$ cat src/rtl/eeid_pkg.sv
// ----------------------------------------------------------------------------
// eeid_pkg
// Shared widths, register indexes, beat types and helpers for the
// edge event interval debouncer.
// ----------------------------------------------------------------------------
package eeid_pkg;

    // Default geometry
    localparam int LINES_DEF   = 64;
    localparam int HISTORY_DEF = 4;

    // Field widths
    localparam int LINE_W      = 6;
    localparam int STAMP_W     = 48;
    localparam int MIN_GAP_W   = 16;
    localparam int RATIO_W     = 8;
    localparam int DELTA_W     = 31;
    localparam int PROD_W      = STAMP_W + RATIO_W;
    localparam int IN_TDATA_W  = 56;
    localparam int OUT_TDATA_W = 32;

    // Configuration port
    localparam int CFG_IDX_W  = 1;
    localparam int CFG_DATA_W = 16;

    localparam logic [CFG_IDX_W-1:0] REG_MIN_GAP = 1'd0;
    localparam logic [CFG_IDX_W-1:0] REG_RATIO   = 1'd1;

    localparam logic [MIN_GAP_W-1:0] MIN_GAP_RESET = 16'd0;
    localparam logic [RATIO_W-1:0]   RATIO_RESET   = 8'd2;

    localparam logic [DELTA_W-1:0] DELTA_MAX   = 31'h7FFF_FFFF;
    localparam logic [DELTA_W-1:0] DELTA_RANGE = 31'd1;

    // What the decision stage has to do with a beat
    typedef enum logic [1:0] {
        KIND_RANGE,   // line number beyond the table
        KIND_QUIET,   // dropped or history not yet full
        KIND_FIRST,   // history just became full
        KIND_TEST     // ratio test against the largest gap
    } t_kind;

    // Beat handed from the history stage to the decision stages
    typedef struct packed {
        logic               valid;
        t_kind              kind;
        logic [LINE_W-1:0]  line;
        logic [STAMP_W-1:0] ts;
    } t_beat;

    // Saturate an interval to the output range
    function automatic logic [DELTA_W-1:0] clamp_delta(input logic [STAMP_W-1:0] v);
        return (v[STAMP_W-1:DELTA_W] != '0) ? DELTA_MAX : v[DELTA_W-1:0];
    endfunction

endpackage

$ cat src/rtl/eeid_ram.sv
// ----------------------------------------------------------------------------
// eeid_ram
// Generic simple dual-port RAM: one write port, one read port, registered
// read data held while the read enable is low.
// ----------------------------------------------------------------------------
module eeid_ram #(
    parameter int WIDTH = 8,
    parameter int DEPTH = 16
) (
    input  logic                                  i_clk,
    input  logic                                  i_wr_en,
    input  logic [((DEPTH > 1) ? $clog2(DEPTH) : 1)-1:0] i_wr_addr,
    input  logic [WIDTH-1:0]                      i_wr_data,
    input  logic                                  i_rd_en,
    input  logic [((DEPTH > 1) ? $clog2(DEPTH) : 1)-1:0] i_rd_addr,
    output logic [WIDTH-1:0]                      o_rd_data
);

    logic [WIDTH-1:0] r_mem [DEPTH];
    logic [WIDTH-1:0] r_rd_data;

    // Write port
    always_ff @(posedge i_clk) begin
        if (i_wr_en) begin
            r_mem[i_wr_addr] <= i_wr_data;
        end
    end

    // Registered read port
    always_ff @(posedge i_clk) begin
        if (i_rd_en) begin
            r_rd_data <= r_mem[i_rd_addr];
        end
    end

    assign o_rd_data = r_rd_data;

endmodule

$ cat src/rtl/eeid_decide.sv
// ----------------------------------------------------------------------------
// eeid_decide
// Decision stages: largest history gap and weighted newest gap, then the
// forward test against the per-line last forwarded stamp, which is read,
// updated and written back here. Ends in the output register.
// ----------------------------------------------------------------------------
module eeid_decide #(
    parameter int LINES   = eeid_pkg::LINES_DEF,
    parameter int HISTORY = eeid_pkg::HISTORY_DEF
) (
    input  logic                                    i_clk,
    input  logic                                    i_rst_n,
    input  logic                                    i_en,
    input  eeid_pkg::t_beat                         i_beat,
    input  logic [(HISTORY-1)*eeid_pkg::STAMP_W-1:0] i_gaps,
    input  logic [eeid_pkg::RATIO_W-1:0]            i_ratio,
    output logic                                    o_valid,
    output logic [eeid_pkg::DELTA_W-1:0]            o_delta
);

    localparam int SW = eeid_pkg::STAMP_W;
    localparam int PW = eeid_pkg::PROD_W;
    localparam int LW = (LINES > 1) ? $clog2(LINES) : 1;
    localparam int GN = HISTORY - 1;
    localparam int GL = (GN > 1) ? $clog2(GN) : 0;
    localparam int GP = 1 << GL;
    localparam int GPW = GP * SW;

    // Stage 2
    eeid_pkg::t_beat              r_s2_beat;
    logic [GN*SW-1:0]             r_s2_gaps;
    // Stage 3
    eeid_pkg::t_beat              r_s3_beat;
    logic [SW-1:0]                r_s3_largest;
    logic [PW-1:0]                r_s3_prod;
    // Output register
    logic                         r_out_valid;
    logic [eeid_pkg::DELTA_W-1:0] r_out_delta;

    // Bypass of the last forwarded stamp written at the previous edge
    logic                         r_fb_valid;
    logic [LW-1:0]                r_fb_addr;
    logic [SW-1:0]                r_fb_data;
    logic [LINES-1:0]             r_bvld;

    logic [GPW-1:0]               gaps_pad;
    logic [SW-1:0]                tree [GP];
    logic [PW-1:0]                prod;
    logic [LW-1:0]                s3_addr;
    logic [SW-1:0]                rd_last;
    logic [SW-1:0]                last_fwd;
    logic [SW-1:0]                since;
    logic                         fwd;
    logic                         wr_en;
    logic [eeid_pkg::DELTA_W-1:0] n_delta;

    // Largest gap as a pairwise tree; unused leaves read as zero
    always_comb begin
        gaps_pad = GPW'(r_s2_gaps);
        for (int j = 0; j < GP; j++) begin
            tree[j] = gaps_pad[j*SW +: SW];
        end
        for (int l = 0; l < GL; l++) begin
            for (int j = 0; j < (GP >> (l + 1)); j++) begin
                tree[j] = (tree[2*j] > tree[2*j+1]) ? tree[2*j] : tree[2*j+1];
            end
        end
    end

    // Newest gap weighted by the ratio
    assign prod = r_s2_gaps[SW-1:0] * i_ratio;

    assign s3_addr = LW'(r_s3_beat.line);

    eeid_ram #(
        .WIDTH (SW),
        .DEPTH (LINES)
    ) u_last_ram (
        .i_clk     (i_clk),
        .i_wr_en   (wr_en),
        .i_wr_addr (s3_addr),
        .i_wr_data (r_s3_beat.ts),
        .i_rd_en   (i_en),
        .i_rd_addr (LW'(r_s2_beat.line)),
        .o_rd_data (rd_last)
    );

    // Forward test and result
    always_comb begin
        if (r_fb_valid && (r_fb_addr == s3_addr)) begin
            last_fwd = r_fb_data;
        end else if ((r_s3_beat.kind != eeid_pkg::KIND_RANGE) && r_bvld[s3_addr]) begin
            last_fwd = rd_last;
        end else begin
            last_fwd = '0;
        end
        since   = r_s3_beat.ts - last_fwd;
        fwd     = 1'b0;
        n_delta = '0;
        case (r_s3_beat.kind)
            eeid_pkg::KIND_RANGE: begin
                n_delta = eeid_pkg::DELTA_RANGE;
            end
            eeid_pkg::KIND_QUIET: begin
                n_delta = '0;
            end
            eeid_pkg::KIND_FIRST: begin
                fwd     = 1'b1;
                n_delta = eeid_pkg::clamp_delta(r_s3_largest);
            end
            eeid_pkg::KIND_TEST: begin
                if (r_s3_prod > PW'(r_s3_largest)) begin
                    fwd     = 1'b1;
                    n_delta = eeid_pkg::clamp_delta(since);
                end
            end
            default: begin
                n_delta = '0;
            end
        endcase
    end

    assign wr_en = i_en && r_s3_beat.valid && fwd;

    // Control state
    always_ff @(posedge i_clk) begin
        if (!i_rst_n) begin
            r_s2_beat   <= '0;
            r_s3_beat   <= '0;
            r_out_valid <= 1'b0;
            r_fb_valid  <= 1'b0;
            r_bvld      <= '0;
        end else if (i_en) begin
            r_s2_beat   <= i_beat;
            r_s3_beat   <= r_s2_beat;
            r_out_valid <= r_s3_beat.valid;
            r_fb_valid  <= wr_en;
            if (wr_en) begin
                r_bvld[s3_addr] <= 1'b1;
            end
        end
    end

    // Payload
    always_ff @(posedge i_clk) begin
        if (i_en) begin
            r_s2_gaps    <= i_gaps;
            r_s3_largest <= tree[0];
            r_s3_prod    <= prod;
            r_out_delta  <= n_delta;
            r_fb_addr    <= s3_addr;
            r_fb_data    <= r_s3_beat.ts;
        end
    end

    assign o_valid = r_out_valid;
    assign o_delta = r_out_delta;

endmodule

$ cat config.mk
export PLATFORM = sky130hd
export DESIGN_NAME = eeid_decide
export DESIGN_NICKNAME = d
export VERILOG_FILES = /design/src/rtl/eeid_pkg.sv /design/src/rtl/eeid_ram.sv /design/src/rtl/eeid_decide.sv
export SDC_FILE = /design/constraint.sdc
export NUM_CORES = 2
export LEC_CHECK = 0
export BUFFER_PORTS_ARGS = -buffer_cell sky130_fd_sc_hd__buf_2
export CORE_AREA = 2 2 793 795
export DETAILED_ROUTE_END_ITERATION = 12
export DIE_AREA = 0 0 795 797
export HOLD_SLACK_MARGIN = 0.15
export PLACE_DENSITY_LB_ADDON = 0.12
export RECOVER_POWER = 50
export SLEW_MARGIN = 10
export SYNTH_ARGS = -nofsm -noshare
export SYNTH_HDL_FRONTEND = slang
export SYNTH_HIERARCHICAL = 1
export SYNTH_SLANG_ARGS = --single-unit
$ cat constraint.sdc
create_clock -name i_clk -period 10.2 [get_ports i_clk]
set_input_delay 1.53 -clock i_clk [delete_from_list [all_inputs] [get_ports i_clk]]
set_output_delay 1.53 -clock i_clk [all_outputs]
set_load 0.05 [all_outputs]
After elaboration in Yosys (flattened, before gate mapping)
Memories as Yosys holds them, arrays and structs flattened. A register that Yosys moved wholly into a read port is not among the register bits.
Cells that the tools add are included.
{"block": "classes", "addsub": 1, "mul": 1, "div_mod_pow": 0, "magnitude_cmp": 6, "n_eq_ne": 4, "n_shift": 0, "muxes": 17, "n_bitwise": 1, "reduce_logical": 10}
{"cell": "48-bit two-way mux", "count": 5}
{"cell": "31-bit one-hot mux with 4 select lines", "count": 1}
{"cell": "48-bit greater-than comparator", "count": 2}
{"cell": "31-bit two-way mux", "count": 3}
{"cell": "64-bit bitwise OR", "count": 1}
{"cell": "56-bit by 48-bit greater-than comparator with 1-bit output", "count": 1}
{"cell": "48-bit by 8-bit multiplier with 56-bit output", "count": 1}
{"cell": "48-bit by 1-bit greater-than comparator with 1-bit output (second input constant)", "count": 1}
{"cell": "48-bit subtractor", "count": 1}
{"cell": "17-bit nonzero test", "count": 2}
{"cell": "6-bit by 7-bit less-than comparator with 1-bit output (second input constant)", "count": 1}
{"cell": "1-bit binary-select mux with 6-bit select", "count": 1}
{"cell": "1-bit demux with 6-bit select", "count": 1}
{"cell": "6-bit equality test", "count": 1}
{"cell": "6-bit by 1-bit greater-or-equal comparator with 1-bit output (second input constant)", "count": 1}
{"cell": "1-bit logical AND", "count": 5}
{"cell": "1-bit two-way mux", "count": 5}
{"cell": "2-bit equality test (second input constant)", "count": 2}
{"cell": "2-bit by 1-bit equality test with 1-bit output (second input constant)", "count": 1}
{"cell": "2-bit logical NOT", "count": 1}
{"cell": "1-bit one-hot mux with 2 select lines", "count": 1}
{"cell": "2-bit AND reduction", "count": 1}
{"cell": "2-bit nonzero test", "count": 1}
{"block": "word_totals", "register_bits": 513, "latchBits": 0, "mem_bits_rw": 3072, "rom_bits": 0, "in_bits": 212, "output_inout_bits": 32, "word_cells": 58, "mem_count": 1}
{"memory": "u_last_ram.r_mem", "depth": 64, "word_bits": 48, "read_ports": 1, "rd_ports_with_merged_regs": 1, "wr": 1, "line_no": "eeid_ram.sv:19", "text": "logic [WIDTH-1:0] r_mem [DEPTH];"}

Longest topological paths before layout
{"block": "logic_depth", "depth_word": 10, "depth_mapped": 27, "ltp_nobuf": 23}

By module
Netlist, hierarchy kept.
{"module": "eeid_ram", "n_inst": 1, "cells_each": 4970, "area_each_um2": 117597.8, "seq_area_each_um2": 93689.9}
{"module": "eeid_decide", "n_inst": 1, "cells_each": 3850, "area_each_um2": 38205.4, "seq_area_each_um2": 13603.0}

Worst setup path before layout
Ideal clock, no wire load.
{"block": "synth_timing", "kind": "reg-to-reg", "from": "register r_s3_largest[33]", "to": "memory u_last_ram/r_mem[48][0] in the netlist's numbering (enable)", "setup_ns": 0.513, "t_arrival_ns": 6.232, "required_ns": 9.687, "setup_slack_ns": 3.456, "path_stages_with_launch": 14, "n_path_buf": 0, "period_less_slack_ns": 6.744, "cell_sequence": "edfxtp_1 inv_1 ha_1 nand4_1 or3_1 nor3_1 nand2_1 or3_1 a211oi_2 o311ai_4 inv_1 nor2b_1 nand4b_1 nor3_1"}
{"block": "synth_between", "elab_chain_len": 6}
{"item": "start, declared", "line_no": "eeid_decide.sv:34", "text": "logic [SW-1:0] r_s3_largest;"}
{"item": "start signal, assigned", "line_no": "eeid_decide.sv:148", "text": "r_s3_largest <= tree[0];"}
{"item": "56-bit by 48-bit greater-than comparator with 1-bit output", "line_no": "eeid_decide.sv:112", "text": "if (r_s3_prod > PW'(r_s3_largest)) begin"}
{"item": "1-bit two-way mux", "line_no": "eeid_decide.sv:112"}
{"item": "1-bit one-hot mux with 2 select lines", "line_no": "eeid_decide.sv:100", "text": "case (r_s3_beat.kind)"}
{"item": "1-bit logical AND", "line_no": "eeid_decide.sv:123", "text": "assign wr_en = i_en && r_s3_beat.valid && fwd;"}
{"item": "via wr_en", "line_no": "eeid_decide.sv:54", "text": "logic wr_en;"}
{"item": "1-bit two-way mux", "line_no": "eeid_ram.sv:24", "text": "if (i_wr_en) begin"}
{"item": "1-bit two-way mux (implied by the code)", "line_no": "eeid_ram.sv:25", "text": "r_mem[i_wr_addr] <= i_wr_data;"}
{"item": "end, declared", "line_no": "eeid_ram.sv:19"}
The timed path passes the listed nets, and every way through them passes these cells.

Final worst setup path
{"block": "layout_timing", "from": "input port i_en", "to": "register r_s2_gaps[47] (enable)"}
{"item": "start, declared", "line_no": "eeid_decide.sv:13", "text": "input logic i_en,"}
{"item": "end signal, assigned", "line_no": "eeid_decide.sv:147", "text": "r_s2_gaps <= i_gaps;"}
{"item": "end, declared", "line_no": "eeid_decide.sv:31", "text": "logic [GN*SW-1:0] r_s2_gaps;"}
No word-level cell between the ends.

==> results.cfg <==
[outcome]
status = finished, violations left
violations = max-capacitance violations, max-slew violations

[timing]
fin_crit_ps = 8780
finalCritPeriodShare_pct = 86.1
setup_viol = 0
drv_slew = 3400
fin_skew_ps = 61.4
finalHoldViolCount = 0
fmax_mhz = 114
tightestPinTransition_ps = 6400
slew_headroom_pct = -326
fin_ws_ps = 1420
rsz0062_at_grt = false
tns_ps = 0

[route]
vias_per_cell = 4.80
drcViolationCount = 0
dr.pass1.iters = 7
drt_wl_total_um = 550000
wl_per_cell_um = 30.6
drt-initial-drc-count = 7902
via_count = 86400
ant_nets = 0

[global_routing]
grt_pass1_vias = 89500
grt-ovfl-total = 0
grt_max_degree = 107
grt_pass1_wl_um = 756000
gr-usage-all-layers_pct = 16.9
antenna_found_initial = 76

[place]
hpwl_um = 345000
pre_cts_slack_ps = 1480
gp_congestion = 0.833
placed_area_um2 = 169000
io_buffers = 243

[clock_network]
cts.repair.resized = 0
path_clk_slew_ps = 50
htreeDepth = 5
cts.path.max_buffers = 4
cts-root-buf = clkbuf_16
cts_buffers = 411
cts_tree = built
ctsHoldBuffers = 0
cts_setup_buffers = 0
clkLatencyLatePin_ps = 1020
cts.sinks = 3633

[pwr]
sequentialPowerShare_pct = 44.7
p_int_w = 0.0276
p_clk_share_pct = 38.6
powerDensity_nw_per_um2 = 211
vdd.ir_drop.worst_v = 0.000148
power_frac_comb_pct = 16.7
p_sw_share_pct = 27.7
p_switching_w = 0.0106
leakage_nw = 55.2

[floorplan]
row_count = 291
core_area_um2 = 626000
start_util_pct = 24.9
ioPinCount = 244
die-area_um2 = 634000
die_w_um = 795
die_h_um = 797

[synth]
yosys_warnings = 6
synth_fp_nets = 9576
synth_ff_type = edfxtp_1
synthCells = 8820
synthXorXnorAreaFrac_pct = 0.444
synth_edf_count = 3453
ys_async_sr_fraction_pct = 0
syn-cell-area_um2 = 156000
synth_cell_types = 93
yosys.area.top_type_share_pct = 66.6
synth.mux.area_fraction_pct = 12.3
yosys-top-cells-count = edfxtp_1, mux4_2, nand2_1, inv_1, nor2_1
synth_top_family_by_area = multiplexers
synthAdderAreaFrac_pct = 5.70
syn_area_per_cell_um2 = 17.7
synth_compound_area_share_pct = 5.67
synth_most_common_cell = edfxtp_1
synth_area_leaders = edfxtp_1, mux4_2, fa_1, dfxtp_1, ha_1
synth_seq_cells = 3633
yosys.area.top_type = edfxtp_1
synth-simple-area-share_pct = 4.50
ys_seq_area_share_pct = 68.9

[worst_setup_path]
worstPathCellList = clkbuf_1, clkbuf_1, buf_4
endpoint_kind = register
arrival_ps = 9380
path_buf_inv = 3
cp_max_fo = 106
slowest_stage = clkbuf_1
required_ps = 10800
path_class = input pin to register
slowest_delay_ps = 4530
crit_start = i_en
cpMostUsedCell = clkbuf_1
start_kind = input pin
critPathTopFamily = buffers and inverters
r2r-start = s3_addr[1]$_SDFFE_PN0P_

[cells_and_area]
drive_gt1_share_pct = 20.1
nets = 10000
post-route-util_pct = 29.0
area_delta_synth_final_pct = 16.5
final_area_um2 = 181000
fillers = 62200

[hold_path]
hold_start = r_bvld[2]$_SDFFE_PN0P_
hp-class = register to register

[run]
cap_violations = 65
[worst register-to-register path, delay by kind of cell, from the launching register on]
kind            cells  cell delay, ps
fa+ha+maj           1             350
simple gates        1             730
buf+inv             2             720
flops               1             740
mux                 1             390
compound gates     15            5090
[registers in the layout (all words and copies together) (netlist names)]
register / flops
r_s3_beat: 51
r_s2_beat: 57
r_s3_prod: 56
r_fb_valid: 1
r_bvld: 64
r_s3_largest: 48
r_fb_data: 48
s3_addr: 6
u_last_ram/o_rd_data: 48
r_s2_gaps: 144
o_delta: 31
o_valid: 1
u_last_ram/r_mem: 3072
r_fb_addr: 6
[per-stage QoR]
step	hold WS (ps)	power, W	instances
floorplan	423	0.0215	8820
global placement	451	0.0239	17200
detailed placement	456	0.0238	17200
CTS	469	0.0388	18000
global route	487	0.0399	18000
finish	470	0.0382	18000
[worst paths after layout]
path	end	cells past startpoint	slack, ps
worst max-delay path	r_s2_gaps[47]$_DFFE_PP_	3	1420
worst min-delay path	r_bvld[2]$_SDFFE_PN0P_	1	470
worst max register to register	o_delta[29]$_DFFE_PP_	20	1920
worst min register to register	r_bvld[2]$_SDFFE_PN0P_	1	470
[logic make-up after synthesis]
group           count (synthesis)
buf+inv                       925
xor+xnor                       79
mux                           961
fa+ha+maj                     544
compound gates               1256
simple gates                 1422
flops                        3633
[metal layers]
metal  global-route usage [%]  vias up  share of wire, %
li1                         -    35900                 -
met1                     23.3    47400                44
met2                     28.7     2395                49
met3                     1.85      647               4.5
met4                     3.93        4               2.6
met5                        0        -            0.0060
[layout by cell type (no fill, tap or decap), types with 89 or more instances in the layout]
| master | n |
|---|---|
| edfxtp_1 | 3453 |
| mux4_2 | 756 |
| nand2_1 | 460 |
| inv_1 | 430 |
| clkbuf_16 | 417 |
| fa_1 | 277 |
| ha_1 | 267 |
| nor2_1 | 222 |
| clkbuf_1 | 212 |
| a21oi_1 | 210 |
| buf_2 | 204 |
| buf_4 | 195 |
| mux2i_1 | 188 |
| dfxtp_1 | 168 |
| and2_1 | 162 |
| nor2b_1 | 157 |
| o22ai_1 | 128 |
| o21ai_0 | 125 |
| a22oi_1 | 119 |
| a22o_1 | 118 |
| a221oi_1 | 100 |
| a21o_1 | 92 |
| clkinv_1 | 91 |
| a31oi_1 | 89 |
[final cells by class]
class | instances | area (µm²) | share of cell area, %
diodes | 21 | 52.6 | 0.0290
clock buffers | 536 | 11000 | 6.09
clock inverters | 230 | 2230 | 1.23
inverters | 431 | 1620 | 0.892
multi-input cells | 4262 | 45200 | 24.9
flip-flops and latches | 3633 | 107000 | 59.1
well taps | 8350 | 10400 | 5.76
repair buffers | 542 | 3570 | 1.97
[power by group through the flow]
stage                     clock network [W]  registers [W]  logic, W
after floorplan                           0         0.0172   0.00424
after global placement                    0         0.0174   0.00649
after detailed placement                  0         0.0174   0.00641
after CTS                            0.0152         0.0171   0.00651
after global routing                 0.0157         0.0171   0.00710
final                                0.0148         0.0171   0.00638
Note: power is estimated with default switching activity, not from simulation.
